### src/hw/rtl/pta_pkg.sv
// shared types and constants for the point-to-angle unit
// octant codes, pipeline tag, field widths and the arctangent table entry function
// no dependencies
`default_nettype none

package pta_pkg;

  localparam int NUM_W     = 32;
  localparam int NUM_SHIFT = 3;
  localparam int DEN_SHIFT = 8;
  localparam int DEN_W     = NUM_W - DEN_SHIFT;
  localparam int SMALL_DEN = 512;

  localparam logic [31:0] ANG_90  = 32'h4000_0000;
  localparam logic [31:0] ANG_180 = 32'h8000_0000;
  localparam logic [31:0] ANG_270 = 32'hC000_0000;

  localparam real PI          = 3.14159265358979323846;
  localparam real ANGLE_SCALE = 4294967296.0 / (2.0 * PI);

  // encoding is {x negative, y negative, |x| > |y|}
  typedef enum logic [2:0] {
    OCT_NNE = 3'b000,
    OCT_ENE = 3'b001,
    OCT_SSE = 3'b010,
    OCT_ESE = 3'b011,
    OCT_NNW = 3'b100,
    OCT_WNW = 3'b101,
    OCT_SSW = 3'b110,
    OCT_WSW = 3'b111
  } octant_t;

  typedef struct packed {
    logic    zero;
    octant_t oct;
  } tag_t;

  // round(atan(idx * inv_steps) * 2^32 / (2*pi)), evaluated at elaboration
  function automatic logic [31:0] atan_entry(input int idx, input real inv_steps);
    real    a;
    real    v;
    longint r;
    a = $atan(real'(idx) * inv_steps);
    v = a * ANGLE_SCALE;
    r = longint'($floor(v + 0.5));
    return r[31:0];
  endfunction

endpackage

`default_nettype wire

### src/hw/rtl/pta_div.sv
// pipelined restoring divider for the slope index, one quotient bit per stage
// depends on pta_pkg for operand widths
`default_nettype none

module pta_div #(
  parameter int QB    = 12,
  parameter int TAG_W = 4
) (
  input  wire logic                    clk,
  input  wire logic                    rst_n,
  input  wire logic                    in_valid,
  input  wire logic [pta_pkg::NUM_W-1:0] in_num,
  input  wire logic [pta_pkg::DEN_W-1:0] in_den,
  input  wire logic                    in_force,
  input  wire logic [TAG_W-1:0]        in_tag,
  output logic                         out_valid,
  output logic      [QB-1:0]           out_quo,
  output logic                         out_sat,
  output logic      [TAG_W-1:0]        out_tag
);

  localparam int WW = pta_pkg::DEN_W + QB;

  logic                       v_r   [QB+1];
  logic [WW-1:0]              rem_r [QB+1];
  logic [pta_pkg::DEN_W-1:0]  den_r [QB+1];
  logic [QB-1:0]              quo_r [QB+1];
  logic                       sat_r [QB+1];
  logic [TAG_W-1:0]           tag_r [QB+1];

  // entry stage: a quotient too large for QB bits, or in_force, means saturation
  always_ff @(posedge clk) begin
    if (!rst_n) begin
      v_r[0] <= 1'b0;
    end else begin
      v_r[0] <= in_valid;
    end
  end

  always_ff @(posedge clk) begin
    rem_r[0] <= WW'(in_num);
    den_r[0] <= in_den;
    quo_r[0] <= '0;
    sat_r[0] <= in_force || (WW'(in_num) >= (WW'(in_den) << QB));
    tag_r[0] <= in_tag;
  end

  for (genvar j = 1; j <= QB; j++) begin : g_step
    localparam int K = QB - j;
    logic [WW-1:0] sub_w;
    logic          ge_w;
    logic [WW-1:0] rem_nxt;
    logic [QB-1:0] quo_nxt;

    always_comb begin
      sub_w   = WW'(den_r[j-1]) << K;
      ge_w    = rem_r[j-1] >= sub_w;
      rem_nxt = ge_w ? (rem_r[j-1] - sub_w) : rem_r[j-1];
      quo_nxt = quo_r[j-1];
      quo_nxt[K] = ge_w;
    end

    always_ff @(posedge clk) begin
      if (!rst_n) begin
        v_r[j] <= 1'b0;
      end else begin
        v_r[j] <= v_r[j-1];
      end
    end

    always_ff @(posedge clk) begin
      rem_r[j] <= rem_nxt;
      den_r[j] <= den_r[j-1];
      quo_r[j] <= quo_nxt;
      sat_r[j] <= sat_r[j-1];
      tag_r[j] <= tag_r[j-1];
    end
  end

  assign out_valid = v_r[QB];
  assign out_quo   = quo_r[QB];
  assign out_sat   = sat_r[QB];
  assign out_tag   = tag_r[QB];

endmodule

`default_nettype wire

### config.mk
export PLATFORM = sky130hd
export DESIGN_NAME = pta_div
export DESIGN_NICKNAME = d
export VERILOG_FILES = /design/src/hw/rtl/pta_pkg.sv /design/src/hw/rtl/pta_div.sv
export SDC_FILE = /design/constraint.sdc
export NUM_CORES = 1
export LEC_CHECK = 0
export BUFFER_PORTS_ARGS = -buffer_cell sky130_fd_sc_hd__buf_2
export CAP_MARGIN = 25
export CORE_MARGIN = 2
export CORE_UTILIZATION = 35
export DETAILED_ROUTE_END_ITERATION = 8
export PLACE_DENSITY = 0.54
export RECOVER_POWER = 25
export SYNTH_ARGS = -nofsm -noshare
export SYNTH_HDL_FRONTEND = slang
export SYNTH_SLANG_ARGS = --single-unit
### constraint.sdc
create_clock -name clk -period 3.2 [get_ports clk]
set_clock_uncertainty 0.2 [all_clocks]
set_input_delay 0.32 -clock clk [delete_from_list [all_inputs] [get_ports clk]]
set_output_delay 0.32 -clock clk [all_outputs]
set_load 0.02 [all_outputs]
==> impl_metrics.py <==
metrics = {
    "flow_run": {
        "cap_violations": 0,
    },
    "critical_path": {
        "worst-r2r-cell-count": 11,
        "endpoint_kind": "flip-flop",
        "regToRegSetupSlack_ps": 40,
        "crit_arrival_ps": 3550,
        "cp.required_ps": 3600,
        "worstPathMaxFanout": 3,
        "r2r_end": "rem_r[1][32]$_DFF_P_",
        "worstSetupPathType": "reg -> reg",
        "critPathLaunchType": "flip-flop",
        "rr_startpoint": "den_r[1][24]$_DFF_P_",
    },
    "cts": {
        "cts_buffer_depth": 3,
        "h-tree-depth": 3,
        "numCtsBuffers": 97,
        "cts_root_buffer": "clkbuf_16",
        "clkSinkCount": 872,
        "clock_latency_ps": 670,
        "cts_tree": "done",
        "clkTransAtPathRegs_ps": 60,
    },
    "status": {
        "outcome": "finished clean",
    },
    "logic_synthesis": {
        "synth_area_um2": 37100,
        "ys_dominant_reg_cell": "dfxtp_1",
        "synth_area_leaders": "dfxtp_1, ha_1, a21oi_1",
        "synth-compound-area-share_pct": 16.2,
        "synth_xor_area_share_pct": 6.42,
        "synth-async-reset-ratio_pct": 0,
        "ys_warn_count": 0,
        "seq_area_frac_synth_pct": 47.0,
        "synth_fa_ha_area_share_pct": 10.9,
        "synth_edf_count": 0,
        "syn_nets": 4299,
        "synth.top_cell.area_share_pct": 47.0,
        "synthMuxAreaShare_pct": 1.95,
        "synth_top_cell_by_area": "dfxtp_1",
        "synth_area_per_cell_um2": 9.47,
        "yosys_register_bits": 872,
        "synth_top_family_by_area": "compound AO/OA/AOI/OAI gates",
        "synth_cells": 3919,
        "synthSimpleGateAreaFrac_pct": 12.7,
        "synth_cell_type_count": 89,
    },
    "worst_hold_path": {
        "hold_start": "in_tag[3]",
        "hold_class": "in -> reg",
        "whs_path_depth": 2,
        "hold_end": "tag_r[0][3]$_DFF_P_",
    },
    "cells_and_area": {
        "antennaDiodeCount": 0,
        "nNetsFinal": 4806,
        "syn_to_final_growth_pct": 25.2,
        "drive_gt1_share_pct": 17.8,
        "final_cell_mix": "dfxtp_1, inv_1, buf_4",
        "instances_no_fill": 5896,
        "layout_commonest_cell": "dfxtp_1",
    },
    "pwr": {
        "p_per_area_nw_per_um2": 979,
        "power_mw": 45.5,
        "ir_worst_vdd_mv": 0.541,
        "p_leak_nw": 20.9,
    },
    "sta": {
        "hold_ws_ps": 84.0,
        "drv_slew": 0,
        "max_freq_mhz": 317,
        "rsz0062_at_grt": "yes",
        "worst_slew_pin_slew_ps": 833,
        "slew_headroom_pct": 44.0,
        "hold_viol": 0,
        "finalCriticalPeriod_ps": 3160,
        "finalWorstSetupSlack_ps": 42.8,
        "post-route-period-util_pct": 98.7,
        "setup_viol": 0,
    },
    "floorplan": {
        "ios": 82,
        "die_w_um": 330,
        "die_area_um2": 109000,
        "start_util_pct": 35.2,
        "die_y_um": 330,
        "rows": 119,
        "core_area_um2": 105000,
    },
    "global_route": {
        "grt.total_usage_pct": 15.0,
        "grt_pass1_vias": 27900,
        "grt-ovfl-total": 0,
        "antenna_found_initial": 0,
        "grt_max_degree": 45,
        "grt_pass1_wl_um": 134000,
    },
    "routing": {
        "ant_nets": 0,
        "drt_pre_antenna_iters": 5,
        "vias": 27800,
        "drt-initial-drc-count": 1231,
        "drc_errors": 0,
        "vias_per_cell": 4.71,
        "wire_per_inst_um": 14.0,
        "wl_um": 82700,
    },
    "placement": {
        "routabilityCongestion": 0.894,
        "placed_cells": 5647,
        "port_buffers": 81,
        "dp_slack_ps": -270,
        "dp_hpwl_um": 64200,
    },
}
## cells in the mapped netlist, types with 13 or more instances
cell type,number
o21a_1,42
nand3_1,75
a21o_1,89
or4_1,15
clkbuf_1,72
a211oi_1,27
nor2b_1,31
nor3_1,63
and2_1,28
o31a_1,14
o21ai_0,243
o21bai_1,36
nor4_1,37
dfxtp_1,872
o31ai_1,15
or3_1,15
inv_1,368
ha_1,305
xnor2_1,146
or2_2,14
buf_2,13
o211ai_1,21
and3_1,21
nor2_1,227
a31oi_1,33
nand4_1,51
xor2_1,126
a21oi_1,321
nand2_1,297
nand2b_1,39
mux2_2,58
## cell families after synthesis
group | Yosys count
multiplexers | 65
flip-flops | 872
buffers and inverters | 461
adder cells (fa/ha/maj) | 316
AO/OA/AOI/OAI | 968
XOR/XNOR | 272
AND/OR/NAND/NOR | 965
## report_power, final
part | switching (mW) | leakage (nW) | internal, mW | total (mW)
Clock | 4.41 | 1.68 | 7.04 | 11.4
Sequential | 1.55 | 7.33 | 13.5 | 15.1
Combinational | 9.72 | 11.9 | 9.25 | 19.0
## worst max path at each step
stage	start	endpoint	slack, ps	cells past startpoint
after global placement	rem_r[2][108]$_DFF_P_	quo_r[12][0]$_DFF_P_	-220	13
after global routing	rem_r[2][38]$_DFF_P_	rem_r[2][106]$_DFF_P_	-70	13
final	den_r[1][24]$_DFF_P_	rem_r[1][32]$_DFF_P_	40	11
after detailed placement	den_r[3][24]$_DFF_P_	rem_r[2][26]$_DFF_P_	-270	13
after floorplan	rem_r[2][38]$_DFF_P_	rem_r[2][102]$_DFF_P_	100	13
after CTS	rem_r[1][112]$_DFF_P_	rem_r[2][26]$_DFF_P_	-20	14
## worst max-delay path: stages, from the launching register on
cell	delay (ps)
dfxtp_2	370
ha_4	150
fa_2	230
nor2b_4	50
o31a_1	260
o31a_1	310
o41ai_2	310
o21bai_1	140
o41a_1	410
and3_4	230
a311oi_2	270
xor2_1	160
## metrics by stage
| stage | area, um^2 | setup TNS [ps] | utilization, % |
|---|---|---|---|
| 2_1_floorplan | 37100 | 0 | - |
| 3_3_place_gp | 41600 | -5910 | 39.5 |
| 3_5_place_dp | 41600 | -10200 | 39.5 |
| 4_1_cts | 45800 | -33.6 | 43.5 |
| 5_1_grt | 46500 | -335 | 44.1 |
| 6_report | 46500 | 0 | 44.1 |
## routing by layer
| layer | vias up | part of all wire [%] | global-route usage (%) |
|---|---|---|---|
| li1 | 14700 | - | - |
| met1 | 12500 | 42 | 16.5 |
| met2 | 429 | 50 | 27.9 |
| met3 | 222 | 2.9 | 2.43 |
| met4 | 0 | 4.8 | 7.47 |
| met5 | - | 0 | 0 |
## repair_timing
| action | CTS | global route |
|---|---|---|
| endpoints found under the hold margin | 74 | 0 |
| pin swaps | 16 | 45 |
| hold buffers | 64 | 0 |
| setup endpoints to repair | 128 | 203 |
| setup buffers | 0 | 7 |
| gates resized for setup | 35 | 146 |
## registers in the layout, indices dropped and copies added (netlist names)
name   flops
den_r    288
v_r       13
sat_r     13
tag_r     52
rem_r    428
quo_r     78
## final cells by class
cell class                 count  area, um^2
clock buffer                 127        2750
clock inverter                51         642
fill                       10200       58800
inverter                     370        1390
multi-input combinational   2586       18700
sequential                   872       17500
tap                         1391        1740
timing repair buffer         499        3760
Power figures use the tool's default switching activity.
